[src/rtl/core/hsfc_pkg.sv]
`default_nettype none
package hsfc_pkg;

  // Frame store depth; the write index saturates here.
  localparam int BUFFER_DEPTH = 32;
  localparam int IDX_W = $clog2(BUFFER_DEPTH + 1);

  // Only the header, payload and checksum positions are ever read back.
  localparam int HDR_BYTES = 8;

  localparam int BYTE_W      = 8;
  localparam int SUM_W       = 11;
  localparam int RX_SUM_W    = 16;
  localparam int FRAME_LEN_W = 6;

  // Framing characters
  localparam logic [BYTE_W-1:0] CH_HASH = 8'h23;
  localparam logic [BYTE_W-1:0] CH_I    = 8'h49;
  localparam logic [BYTE_W-1:0] CH_F    = 8'h46;
  localparam logic [BYTE_W-1:0] CH_STAR = 8'h2A;

  typedef logic [HDR_BYTES-1:0][BYTE_W-1:0] hsfc_view_t;

  // Frame state -> result stage
  typedef struct packed {
    logic                   emit;
    logic [FRAME_LEN_W-1:0] length;
  } hsfc_hit_t;

endpackage
`default_nettype wire

[src/rtl/core/hsfc_frame_state.sv]
`default_nettype none
module hsfc_frame_state
  import hsfc_pkg::*;
(
  input  wire logic              clk,
  input  wire logic              rst,
  input  wire logic              step,
  input  wire logic [BYTE_W-1:0] byte_in,
  output hsfc_view_t             view,
  output hsfc_hit_t              hit
);

  logic [BYTE_W-1:0] hdr [HDR_BYTES];
  logic [IDX_W-1:0]  widx;
  logic [BYTE_W-1:0] prev;

  logic             is_restart;
  logic             is_star;
  logic             room;
  logic [IDX_W-1:0] widx_after;

  // Decode the incoming word against the current state
  always_comb begin
    is_restart = ((byte_in == CH_I) || (byte_in == CH_F)) && (prev == CH_HASH);
    is_star    = (byte_in == CH_STAR) && !is_restart;
    room       = widx < IDX_W'(BUFFER_DEPTH);
    widx_after = room ? widx + IDX_W'(1) : widx;
  end

  // Header bytes as seen after this word is stored
  always_comb begin
    for (int k = 0; k < HDR_BYTES; k++) begin
      view[k] = (room && (widx == IDX_W'(k))) ? byte_in : hdr[k];
    end
  end

  always_comb begin
    hit.emit   = is_star && (view[0] == CH_HASH) && (view[1] == CH_I);
    hit.length = FRAME_LEN_W'(widx_after);
  end

  // State update; bytes past the header window are never read, so not kept
  always_ff @(posedge clk) begin
    if (rst) begin
      for (int k = 0; k < HDR_BYTES; k++) hdr[k] <= '0;
      widx <= '0;
      prev <= '0;
    end else if (step) begin
      prev <= byte_in;
      if (is_restart) begin
        hdr[0] <= CH_HASH;
        hdr[1] <= byte_in;
        widx   <= IDX_W'(2);
      end else begin
        for (int k = 0; k < HDR_BYTES; k++) begin
          if (room && (widx == IDX_W'(k))) hdr[k] <= byte_in;
        end
        widx <= is_star ? '0 : widx_after;
      end
    end
  end

endmodule
`default_nettype wire

[src/rtl/core/hsfc_result.sv]
`default_nettype none
module hsfc_result
  import hsfc_pkg::*;
(
  input  wire logic                    clk,
  input  wire logic                    rst,
  input  wire logic                    load,
  input  hsfc_view_t                   view,
  input  hsfc_hit_t                    hit,
  input  wire logic                    out_stall,
  output logic                         out_valid,
  output logic [BYTE_W-1:0]            payload_0,
  output logic [BYTE_W-1:0]            payload_1,
  output logic [BYTE_W-1:0]            payload_2,
  output logic [BYTE_W-1:0]            payload_3,
  output logic [SUM_W-1:0]             computed_sum,
  output logic [RX_SUM_W-1:0]          received_sum,
  output logic                         sum_ok,
  output logic [FRAME_LEN_W-1:0]       frame_length
);

  logic [SUM_W-1:0]    sum_next;
  logic [RX_SUM_W-1:0] rx_next;

  // Checksum over type byte and four payload bytes
  always_comb begin
    sum_next = SUM_W'(view[1]) + SUM_W'(view[2]) + SUM_W'(view[3])
             + SUM_W'(view[4]) + SUM_W'(view[5]);
    rx_next  = {view[6], view[7]};
  end

  // Output word register
  always_ff @(posedge clk) begin
    if (rst) begin
      out_valid <= 1'b0;
    end else if (load) begin
      out_valid <= hit.emit;
    end else if (!out_stall) begin
      out_valid <= 1'b0;
    end
  end

  always_ff @(posedge clk) begin
    if (load && hit.emit) begin
      payload_0    <= view[2];
      payload_1    <= view[3];
      payload_2    <= view[4];
      payload_3    <= view[5];
      computed_sum <= sum_next;
      received_sum <= rx_next;
      sum_ok       <= rx_next == RX_SUM_W'(sum_next);
      frame_length <= hit.length;
    end
  end

endmodule
`default_nettype wire

[src/rtl/core/hash_star_frame_checker_core.sv]
// Channel | Signals                                   | Dir | Word
// in      | in_valid, in_stall, rx_byte               | in  | one received byte
// out     | out_valid, out_stall, payload_0..3,       | out | one checked '#I...*' frame
//         | computed_sum, received_sum, sum_ok,       |     |
//         | frame_length                              |     |
//
// One byte per cycle while in_stall is low; a frame result is valid once its star is taken
// and has passed the input register, then the result register; later while the result slot is held.
// Frame state is updated as a byte leaves the input register.
// rst is synchronous and clears header bytes, write index, previous byte and valids.
// in_stall rises only while a result is held under out_stall and a byte is waiting.
`default_nettype none
module hash_star_frame_checker_core
  import hsfc_pkg::*;
(
  input  wire logic                   clk,
  input  wire logic                   rst,
  input  wire logic                   in_valid,
  output logic                        in_stall,
  input  wire logic [BYTE_W-1:0]      rx_byte,
  output logic                        out_valid,
  input  wire logic                   out_stall,
  output logic [BYTE_W-1:0]           payload_0,
  output logic [BYTE_W-1:0]           payload_1,
  output logic [BYTE_W-1:0]           payload_2,
  output logic [BYTE_W-1:0]           payload_3,
  output logic [SUM_W-1:0]            computed_sum,
  output logic [RX_SUM_W-1:0]         received_sum,
  output logic                        sum_ok,
  output logic [FRAME_LEN_W-1:0]      frame_length
);

  logic              in_full;
  logic [BYTE_W-1:0] in_byte;
  logic              advance;
  logic              step;
  hsfc_view_t        view;
  hsfc_hit_t         hit;

  // Byte moves on whenever the result slot frees up this edge
  always_comb begin
    advance  = !out_valid || !out_stall;
    step     = in_full && advance;
    in_stall = in_full && !advance;
  end

  // Input register
  always_ff @(posedge clk) begin
    if (rst) begin
      in_full <= 1'b0;
    end else if (in_valid && !in_stall) begin
      in_full <= 1'b1;
    end else if (step) begin
      in_full <= 1'b0;
    end
  end

  always_ff @(posedge clk) begin
    if (in_valid && !in_stall) in_byte <= rx_byte;
  end

  hsfc_frame_state u_state (
    .clk     (clk),
    .rst     (rst),
    .step    (step),
    .byte_in (in_byte),
    .view    (view),
    .hit     (hit)
  );

  hsfc_result u_result (
    .clk          (clk),
    .rst          (rst),
    .load         (step),
    .view         (view),
    .hit          (hit),
    .out_stall    (out_stall),
    .out_valid    (out_valid),
    .payload_0    (payload_0),
    .payload_1    (payload_1),
    .payload_2    (payload_2),
    .payload_3    (payload_3),
    .computed_sum (computed_sum),
    .received_sum (received_sum),
    .sum_ok       (sum_ok),
    .frame_length (frame_length)
  );

endmodule
`default_nettype wire

[config.mk]
export PLATFORM = sky130hd
export DESIGN_NAME = hash_star_frame_checker_core
export DESIGN_NICKNAME = d
export VERILOG_FILES = /design/src/rtl/core/hsfc_pkg.sv /design/src/rtl/core/hsfc_frame_state.sv /design/src/rtl/core/hsfc_result.sv /design/src/rtl/core/hash_star_frame_checker_core.sv
export SDC_FILE = /design/constraint.sdc
export NUM_CORES = 1
export LEC_CHECK = 0
export BUFFER_PORTS_ARGS = -buffer_cell sky130_fd_sc_hd__buf_2
export CAP_MARGIN = 10
export CORE_MARGIN = 2
export CORE_UTILIZATION = 55
export CTS_BUF_LIST = sky130_fd_sc_hd__clkbuf_8
export DETAILED_ROUTE_END_ITERATION = 8
export PLACE_DENSITY_LB_ADDON = 0.05
export RECOVER_POWER = 50
export SETUP_SLACK_MARGIN = 0.05
export SLEW_MARGIN = 20
export SYNTH_ARGS = -nofsm -noshare
export SYNTH_HDL_FRONTEND = slang
export SYNTH_SLANG_ARGS = --single-unit
[constraint.sdc]
create_clock -name clk -period 21.4 [get_ports clk]
set_clock_uncertainty 0.1 [all_clocks]
set_input_delay 1.07 -clock clk [delete_from_list [all_inputs] [get_ports clk]]
set_output_delay 1.07 -clock clk [all_outputs]
set_load 0.01 [all_outputs]
==> results of run 1 <==
sequential cells by signal, indices dropped and copies added (netlist names):
name / flops
u_result.payload_1: 8
u_result.computed_sum: 11
u_result.payload_0: 8
u_result.frame_length: 6
u_state.prev: 8
in_byte: 8
u_result.sum_ok: 1
u_result.received_sum: 16
u_state.widx: 6
u_result.payload_2: 8
u_state.hdr: 64
in_full: 1
u_result.out_valid: 1
u_result.payload_3: 8
Yosys cell counts, drive strengths merged, types with 2 or more instances:
cell type	count
a21o	3
a21oi	18
a22oi	4
a31oi	2
and2	9
and3	8
buf	9
clkbuf	15
dfxtp	16
edfxtp	138
fa	17
ha	21
inv	54
mux2	40
mux2i	17
nand2	39
nand2b	15
nand3	13
nand4b	2
nor2	50
nor2b	5
nor3	5
nor3b	2
nor4	2
nor4b	4
nor4bb	4
o2111ai	2
o211ai	4
o21ai	6
o21bai	3
or2	5
or3	2
xnor2	16
xor2	11
power by group through the flow:
stage               Combinational, uW  Clock (uW)  Sequential [uW]
finish                            172         243              350
floorplan                         137           0              351
global route                      192         257              351
CTS                               173         246              350
detailed placement                170           0              357
global placement                  167           0              357
layout make-up:
class	count	area [sq um]
Clock inverter	11	170
Fill cell	1071	4890
Clock buffer	20	275
Timing Repair Buffer	81	323
Tap cell	176	220
Sequential cell	154	4460
Multi-Input combinational cell	344	2700
Inverter	54	203
worst register-to-register path, cell delays in order (launching register included):
cell and delay (ns):
sky130_fd_sc_hd__dfxtp_1 0.47, sky130_fd_sc_hd__inv_1 0.11, sky130_fd_sc_hd__ha_1 0.22, sky130_fd_sc_hd__nand3_1 0.36, sky130_fd_sc_hd__mux2_1 0.44, sky130_fd_sc_hd__ha_1 0.30
sky130_fd_sc_hd__a21o_1 0.18, sky130_fd_sc_hd__a21oi_1 0.25, sky130_fd_sc_hd__nor2b_1 0.08, sky130_fd_sc_hd__nor2_1 0.12, sky130_fd_sc_hd__maj3_1 0.22, sky130_fd_sc_hd__o21ai_1 0.09
sky130_fd_sc_hd__xor2_1 0.17, sky130_fd_sc_hd__fa_1 0.54, sky130_fd_sc_hd__inv_1 0.06, sky130_fd_sc_hd__fa_1 0.53, sky130_fd_sc_hd__inv_1 0.05, sky130_fd_sc_hd__ha_1 0.39
sky130_fd_sc_hd__o211ai_1 0.16, sky130_fd_sc_hd__o31ai_1 0.43, sky130_fd_sc_hd__xnor3_1 0.30, sky130_fd_sc_hd__nand2_1 0.06, sky130_fd_sc_hd__nor4_1 0.28, sky130_fd_sc_hd__and4b_1 0.22
how the worst max path moves through the flow:
stage	slack, ns	end	startpoint
detailed placement	15.19	u_result.sum_ok	u_state.widx[0]
global route	14.69	u_result.sum_ok	u_state.widx[0]
floorplan	12.82	u_result.computed_sum[0]	out_stall
CTS	15.13	u_result.sum_ok	u_state.widx[0]
finish	15.15	u_result.sum_ok	u_state.widx[0]
global placement	15.42	u_result.sum_ok	u_state.widx[1]
stage by stage:
stage | hold slack (ns) | worst slack [ns] | util | total power, uW
6_report | 0.365 | 15.15 | 0.631 | 765
5_1_grt | 0.385 | 14.69 | 0.631 | 800
4_1_cts | 0.359 | 15.13 | 0.639 | 769
3_5_place_dp | 0.347 | 15.19 | 0.606 | 527
3_3_place_gp | 0.340 | 15.42 | 0.606 | 524
2_1_floorplan | 0.332 | 12.82 | - | 488
routing by layer:
layer / vias to the layer above / wire length (um)
li1: 2172 / -
met1: 2217 / 6750
met2: 142 / 7630
met3: 27 / 976
met4: 0 / 320
met5: - / 0
cells by family (layout without fill, tap and decap cells):
family	Yosys count	in the layout	synth area share
buffers and inverters	78	166	0.0406
AO/OA/AOI/OAI	50	50	0.0440
XOR/XNOR	28	28	0.0346
AND/OR/NAND/NOR	170	170	0.119
adder cells (fa/ha/maj)	39	39	0.0819
flip-flops	154	154	0.596
multiplexers	57	57	0.0834
==> run metrics, run 1 <==
launching element type of the critical path flip-flop; Max transition margin 0.0961; met2 capacity usage during global routing 0.369; Critical Path, Cell by Cell inv_1, ha_1, nand3_1, mux2_1, ha_1, a21o_1, a21oi_1, nor2b_1, nor2_1, maj3_1, o21ai_1, xor2_1, fa_1, inv_1, fa_1, inv_1, ha_1, o211ai_1, o31ai_1, xnor3_1, nand2_1, nor4_1, and4b_1; depth of the most critical reg-to-reg path 23; H-tree levels 4; Worst Path Class, Setup flip-flop to flip-flop; Worst Hold Depth 2; first-pass GRT wire length 24.7 mm; TritonCTS buffer count 17; count of different cell masters after synthesis 56; post-synth design cell area 7490 sq um; detailed placer's ending HPWL 11.0 mm; library cell with the largest summed area after synthesis sky130_fd_sc_hd__edfxtp_1; Hold/Removal Path Class flip-flop to flip-flop; nets 702; clock slew at the register clock pins of the worst setup and hold paths 0.09 ns; All-Layer GR Usage 0.229; post-cts resize count 0; Skew-Pair Late Insertion Delay 0.46 ns; Comb power frac 0.225; Leak 0.00332 uW; cell depth of the worst setup path 23; number of DRC violations after detailed-routing iteration 0 337; dominant synthesized flop cell sky130_fd_sc_hd__edfxtp_1; initial antenna violation count 0; number of max-capacitance violations reported 0; wire length after detailed routing 15.7 mm; Std-Cell Core Area 13200 sq um; CTS tree yes; reg-to-reg endpoint u_result.sum_ok; CTS root buffer sky130_fd_sc_hd__clkbuf_8; Post-synth EDFFs 138; final worst-path cycle share 0.292; net switching share of the total power 0.281; total nets after synthesis 626; maximum operating frequency 160 MHz; slew at the pin closest to its max-slew limit 1.36 ns; Critical-path top delay cell sky130_fd_sc_hd__fa_1; starting density of the core 0.565; floorplan row count 42; Post-CTS Repair Setup Buffers 0; min-delay src u_state.prev[6]; CP Max Fanout 9; synthesized instance count 576; hold violation total from the final report 0; Syn-to-layout area delta 11.6%; endpoints failing setup 0; met3 routing resource usage after global routing 0.0453; average footprint of a synthesized cell 13.0 sq um; Antenna Cells 0; Setup TNS 0 ns; placed insts 809; global-route track usage on met1 0.305; asr flop ratio synth 0; part of the power in registers 0.458; final std cells w/o fill 840; sort of element at the end of the critical path flip-flop; setup repair after global routing missed its margin no; post-detailed-placement cell area 8020 sq um; share of the synthesized area in the top cell type 0.554; detail-routed net length per standard cell 18.7 um; flip-flop and latch count after synthesis 154; top cell family by delay on the critical path adder cells; Post-Layout Inst Area 8350 sq um; CP peak stage delay 0.54 ns; pin count of the biggest net entering global routing 67; outcome finished clean; internal power consumption 550 uW; most congested layer reported by global routing met2; Chip Height 121 um; weighted congestion reported at the end of routability-driven placement 0.877; Buf/Inv on CP 3; proportion of synthesized chip area in sequential cells 0.596; Die Span X 121 um; Hold EP u_state.prev[6]; DRC violations left 0; Antenna Violating Nets Remaining 0; Slew Viols, Final 0; via density per instance 5.43; number of iterations in the first detailed-routing pass 4; clock sink count 154; die footprint 14600 sq um; commonest cells after routing, fill and taps aside sky130_fd_sc_hd__edfxtp_1, sky130_fd_sc_hd__clkbuf_1, sky130_fd_sc_hd__inv_1; launch instance of the worst register-to-register path u_state.widx[0]; Clk pwr share 0.317; most frequent standard cell in the layout excluding fill and tap cells sky130_fd_sc_hd__edfxtp_1; via count of the first global-routing pass 4685; number of port buffers 79; Switching Power 215 uW; sum of overflow across all layers after global routing 0; total of warnings raised by yosys 0; Required @ worst endpoint 21.62 ns; Pwr per Cell Area 91.6 nW/um^2; fraction of final layout cells with drive strength greater than 1 0.0904; setup slack of the worst register-to-register path 15.15 ns; cell types with the largest area share after synthesis sky130_fd_sc_hd__edfxtp_1, sky130_fd_sc_hd__mux2_2, sky130_fd_sc_hd__fa_1; largest voltage drop on the vdd net 49.3 uV; total number of vias 4558; Arrival @ worst endpoint 6.47 ns; maximum count of clock buffers along a single path 2; min cycle time layout 6.25 ns; I/O pin cnt 80; count of hold buffers inserted by post-cts repair 0
No activity file was read; power rests on OpenSTA's default activity.
==> run 2, diff against run 1 <==
==> constraint.sdc (replaced) <==
create_clock -name clk -period 6.25 [get_ports clk]
set_clock_uncertainty 0.1 [all_clocks]
set_input_delay 0.3125 -clock clk [delete_from_list [all_inputs] [get_ports clk]]
set_output_delay 0.3125 -clock clk [all_outputs]
set_load 0.01 [all_outputs]
==> run metrics, run 2 (same netlist as run 1, synthesis figures left out) <==
outcome finished clean; fraction of final layout cells with drive strength greater than 1 0.109 (+0.0190); pin count of the biggest net entering global routing 68 (+1.5%); number of max-capacitance violations reported 0 (unchanged); max FFs per register 64 (unchanged); Arrival @ worst endpoint 6.06 ns (-0.41 ns); maximum operating frequency 171 MHz (+7.1%); slew at the pin closest to its max-slew limit 0.910 ns (-0.446 ns); register with the highest flop count u_state.hdr; clock sink count 154 (unchanged); final worst-path cycle share 0.933 (+0.641); first-pass GRT wire length 25.9 mm (+4.8%); floorplan row count 42 (unchanged); H-tree levels 4 (unchanged); Largest regs u_state.hdr (64), u_result.received_sum (16), u_result.computed_sum (11); detailed placer's ending HPWL 11.8 mm (+6.6%); maximum count of clock buffers along a single path 2 (unchanged); Std-Cell Core Area 13200 sq um (unchanged); setup repair after global routing missed its margin no; total number of vias 4706 (+3.2%); via count of the first global-routing pass 4741 (+1.2%); number of iterations in the first detailed-routing pass 5 (+1); Slew Viols, Final 0 (unchanged); Skew-Pair Late Insertion Delay 0.46 ns (about the same); starting density of the core 0.565 (unchanged); Worst Path Class, Setup flip-flop to flip-flop; power consumption 2730 uW (+260%); largest voltage drop on the vdd net 167 uV (+240%); min cycle time layout 5.83 ns (-0.416 ns); weighted congestion reported at the end of routability-driven placement 0.850 (-3.1%); launching element type of the critical path flip-flop; TritonCTS buffer count 17 (unchanged); Chip Height 121 um (unchanged); Antenna Cells 0 (unchanged); Pwr per Cell Area 317 nW/um^2 (+250%); hold violation total from the final report 0 (unchanged); number of DRC violations after detailed-routing iteration 0 415 (+23%); endpoints failing setup 0 (unchanged); Syn-to-layout area delta 15.0%; commonest cells after routing, fill and taps aside sky130_fd_sc_hd__edfxtp_1, sky130_fd_sc_hd__clkbuf_1, sky130_fd_sc_hd__inv_1; Setup TNS 0 ns (unchanged); nets 723 (+3.0%); via density per instance 5.46 (+0.61%); fill cell total of the finished layout 1064 (-0.65%); Required @ worst endpoint 6.48 ns (-15.14 ns); clock slew at the register clock pins of the worst setup and hold paths 0.08 ns (about the same); Leak 0.00343 uW (+3.5%); I/O pin cnt 80 (unchanged); CTS tree yes; wire length after detailed routing 16.5 mm (+5.5%); Max transition margin 0.393 (+0.297); die footprint 14600 sq um (unchanged); All-Layer GR Usage 0.243 (+0.0143); Antenna Violating Nets Remaining 0 (unchanged); detail-routed net length per standard cell 19.2 um (+2.8%); sum of overflow across all layers after global routing 0 (unchanged); most frequent standard cell in the layout excluding fill and tap cells sky130_fd_sc_hd__edfxtp_1; DRC violations left 0 (unchanged); sort of element at the end of the critical path flip-flop; Die Span X 121 um (unchanged); Hold/Removal Path Class primary input to flip-flop; CTS root buffer sky130_fd_sc_hd__clkbuf_8; CP Max Fanout 7 (-2); setup slack of the worst register-to-register path 0.42 ns (-14.73 ns); number of port buffers 79 (unchanged); initial antenna violation count 2 (+2)
run 2: layout make-up:
cell class | count | area [sq um] | share of cell area
clock buffer | 18 | 248 | 0.0288
clock inverter | 14 | 250 | 0.0291
inverter | 54 | 203 | 0.0235
multi-input combinational | 344 | 2750 | 0.319
sequential | 154 | 4470 | 0.519
tap | 176 | 220 | 0.0256
timing repair buffer | 102 | 473 | 0.0549
run 2: metrics by stage:
stage / instances / utilization / setup slack (ns) / hold slack, ns / area, sq um
floorplan: 576 / - / 0.514 / 0.311 / 7490
CTS: 859 / 0.656 / 0.200 / 0.217 / 8690
detailed placement: 817 / 0.611 / 0.227 / 0.347 / 8090
global route: 862 / 0.650 / 0.0659 / 0.245 / 8610
finish: 862 / 0.650 / 0.416 / 0.229 / 8610
global placement: 817 / 0.611 / 0.422 / 0.337 / 8090
run 2: path summary, 6_finish.rpt:
check | from | to | depth (start not counted)
max | u_state.widx[2] | u_result.sum_ok | 23
min | rst | u_state.widx[2] | 2
max reg2reg | u_state.widx[2] | u_result.sum_ok | 23
min reg2reg | u_state.prev[7] | u_state.prev[7] | 2
run 2: layer usage:
metal | vias to the layer above | GRT usage | part of all wire
met5 | - | 0 | 0
met1 | 2310 | 0.332 | 0.43
met4 | 0 | 0.0843 | 0.016
li1 | 2214 | - | -
met3 | 21 | 0.0486 | 0.065
met2 | 161 | 0.390 | 0.49
run 2: report_power, final:
part           switching, uW  internal [uW]  total [uW]  leakage (uW)
clock network            371            562         933      0.000254
logic                    351            257         608       0.00170
registers               19.8           1170        1190       0.00147
run 2: repair_timing:
action | in CTS | in global routing
endpoints found under the hold margin | 10 | 0
setup endpoints to repair | 0 | 1
setup buffers | 0 | 3
hold buffers | 10 | 0
gates resized for setup | 0 | 9
run 2: critical path, stage by stage, from the launching register on:
cell and delay [ns]:
sky130_fd_sc_hd__dfxtp_1 0.40, sky130_fd_sc_hd__nor2_2 0.30, sky130_fd_sc_hd__nand3_4 0.15, sky130_fd_sc_hd__buf_4 0.17, sky130_fd_sc_hd__mux2_1 0.34, sky130_fd_sc_hd__ha_1 0.34
sky130_fd_sc_hd__a21oi_1 0.11, sky130_fd_sc_hd__nor2b_1 0.11, sky130_fd_sc_hd__nor2_1 0.05, sky130_fd_sc_hd__maj3_1 0.38, sky130_fd_sc_hd__o21ai_1 0.17, sky130_fd_sc_hd__xor2_1 0.12
sky130_fd_sc_hd__fa_1 0.54, sky130_fd_sc_hd__inv_1 0.06, sky130_fd_sc_hd__fa_1 0.53, sky130_fd_sc_hd__inv_1 0.04, sky130_fd_sc_hd__ha_1 0.37, sky130_fd_sc_hd__inv_1 0.07
sky130_fd_sc_hd__or3_1 0.35, sky130_fd_sc_hd__o211ai_1 0.27, sky130_fd_sc_hd__xnor2_1 0.15, sky130_fd_sc_hd__nand2_1 0.07, sky130_fd_sc_hd__nor4_1 0.27, sky130_fd_sc_hd__and4b_1 0.22
==> run 3, diff against run 2 <==
--- a/config.mk
+++ b/config.mk
@@ -5,12 +5,12 @@
 export SDC_FILE = /design/constraint.sdc
 export NUM_CORES = 1
 export LEC_CHECK = 0
-export BUFFER_PORTS_ARGS = -buffer_cell sky130_fd_sc_hd__buf_2
 export CAP_MARGIN = 10
 export CORE_MARGIN = 2
 export CORE_UTILIZATION = 55
 export CTS_BUF_LIST = sky130_fd_sc_hd__clkbuf_8
 export DETAILED_ROUTE_END_ITERATION = 8
+export DONT_BUFFER_PORTS = 1
 export PLACE_DENSITY_LB_ADDON = 0.05
 export RECOVER_POWER = 50
 export SETUP_SLACK_MARGIN = 0.05
==> run metrics, run 3 (same netlist as run 1, synthesis figures left out) <==
outcome finished clean; Hold/Removal Path Class primary input to flip-flop; Buf/Inv on CP 3 (-1); Antenna Violating Nets Remaining 0 (unchanged); detailed placer's ending HPWL 11.2 mm (-5.2%); I/O pin cnt 80 (unchanged); largest voltage drop on the vdd net 188 uV (+13%); nets 643 (-11%); first-pass GRT wire length 24.5 mm (-5.3%); Multi-input gate area 2750 sq um (+0.14%); floorplan row count 42 (unchanged); die footprint 14600 sq um (unchanged); total number of vias 4398 (-6.5%); launch instance of the worst register-to-register path u_state.widx[5]; CP peak stage delay 0.54 ns (about the same); CTS root buffer sky130_fd_sc_hd__clkbuf_8; initial antenna violation count 0 (-2); fraction of final layout cells with drive strength greater than 1 0.109 (-0.000419); clock sink count 154 (unchanged); number of iterations in the first detailed-routing pass 5 (unchanged); Critical Path, Cell by Cell nor2_4, nand3_4, mux2_1, ha_1, a21o_1, a21oi_2, nor2b_1, nor2_1, maj3_1, o21ai_1, xor2_1, fa_1, inv_1, fa_1, inv_1, ha_1, inv_1, or3_1, o211ai_1, xnor2_1, nand2_1, nor4_1, and4b_1; Storage cell area 4470 sq um (unchanged); Worst Path Class, Setup flip-flop to flip-flop; H-tree levels 4 (unchanged); Leak 0.00325 uW (-5.2%); detail-routed net length per standard cell 20.6 um (+7.5%); Largest regs u_state.hdr (64), u_result.received_sum (16), u_result.computed_sum (11); capture point of the critical path u_result.sum_ok; share of the core filled with cells 0.620 (-0.0300); number of DRC violations after detailed-routing iteration 0 374 (-9.9%); pin count of the biggest net entering global routing 68 (unchanged); via count of the first global-routing pass 4317 (-8.9%); Hold Slack 0.143 ns (-0.0860 ns); commonest cells after routing, fill and taps aside sky130_fd_sc_hd__edfxtp_1, sky130_fd_sc_hd__inv_1, sky130_fd_sc_hd__nor2_1; startpoint of the worst setup timing path u_state.widx[5]; via density per instance 5.62 (+3.0%); sort of element at the end of the critical path flip-flop; Die Span X 121 um (unchanged); Most common cell on crit path sky130_fd_sc_hd__inv_1; setup repair after global routing missed its margin no; Max transition margin 0.415 (+0.0220); Slew Viols, Final 0 (unchanged); fill cell total of the finished layout 1071 (+0.66%); Skew-Pair Late Insertion Delay 0.46 ns (about the same); depth of the most critical reg-to-reg path 23 (unchanged); min cycle time layout 5.86 ns (+0.0230 ns); max FFs per register 64 (unchanged); register with the highest flop count u_state.hdr; Required @ worst endpoint 6.48 ns (about the same); Critical-path top delay cell sky130_fd_sc_hd__fa_1; DRC violations left 0 (unchanged); Antenna Cells 0 (unchanged); weighted congestion reported at the end of routability-driven placement 0.836 (-1.6%); slew at the pin closest to its max-slew limit 0.877 ns (-0.0331 ns); Setup TNS 0 ns (unchanged); hold violation total from the final report 0 (unchanged); TritonCTS buffer count 17 (unchanged); Pwr per Cell Area 314 nW/um^2 (-0.98%); maximum operating frequency 171 MHz (-0.39%); number of port buffers 0 (-100%); Arrival @ worst endpoint 6.08 ns (+0.02 ns); setup slack of the worst register-to-register path 0.39 ns (-0.02 ns); number of max-capacitance violations reported 0 (unchanged); CTS tree yes; endpoints failing setup 0 (unchanged); Std-Cell Core Area 13200 sq um (unchanged); clock slew at the register clock pins of the worst setup and hold paths 0.09 ns (about the same); sum of overflow across all layers after global routing 0 (unchanged); most frequent standard cell in the layout excluding fill and tap cells sky130_fd_sc_hd__edfxtp_1; Syn-to-layout area delta 9.68%; top cell family by delay on the critical path adder cells; Chip Height 121 um (unchanged); wire length after detailed routing 16.1 mm (-2.5%); cell depth of the worst setup path 23 (unchanged); reg-to-reg endpoint u_result.sum_ok; launching element type of the critical path flip-flop; CP Max Fanout 9 (+2); final worst-path cycle share 0.937 (+0.00367); starting density of the core 0.565 (unchanged); All-Layer GR Usage 0.232 (-0.0107); maximum count of clock buffers along a single path 2 (unchanged)
## run 3: report_power, final
group | switching (uW) | leakage [uW] | internal (uW) | total [uW]
registers | 21.7 | 0.00147 | 1170 | 1190
logic | 354 | 0.00158 | 273 | 627
clock network | 399 | 0.000195 | 362 | 761
total | 775 | 0.00325 | 1810 | 2580
## run 3: area by class of cell
| cell class | count | area share |
|---|---|---|
| Sequential cell | 154 | 0.544 |
| Timing Repair Buffer | 22 | 0.0207 |
| Clock buffer | 17 | 0.0285 |
| Multi-Input combinational cell | 344 | 0.335 |
| Clock inverter | 15 | 0.0201 |
| Inverter | 54 | 0.0247 |
| Tap cell | 176 | 0.0268 |
## run 3: metrics by stage
step | total power, uW | setup WS (ns) | instances | instance area [sq um]
after global placement | 1800 | 0.392 | 737 | 7690
after global routing | 2700 | 0.0120 | 782 | 8210
after detailed placement | 1810 | 0.266 | 737 | 7690
after floorplan | 1670 | 0.514 | 576 | 7490
final | 2580 | 0.393 | 782 | 8210
after CTS | 2570 | 0.222 | 780 | 8200
## run 3: worst min path at each step
stage,startpoint,to,slack [ns],depth (start not counted)
CTS,rst,u_state.hdr[0][8],0.11,2
floorplan,rx_byte[0],in_byte[0],0.31,0
global placement,rst,u_state.prev[4],0.29,1
global route,rst,u_state.hdr[0][1],0.16,2
finish,rst,u_state.hdr[0][0],0.14,2
detailed placement,rst,u_state.prev[6],0.29,1
## run 3: routing by layer
metal	track usage	wire (um)	share of wire	vias to the layer above
li1	-	-	-	2061
met1	0.320	7330	0.45	2191
met2	0.365	7850	0.49	127
met3	0.0486	691	0.043	19
met4	0.0872	256	0.016	0
met5	0	0	0	-
## run 3: what timing repair did
action,in CTS,in global routing
hold buffers,11,0
setup buffers,0,2
gates resized for setup,0,9
setup endpoints to repair,0,1
endpoints found under the hold margin,24,0
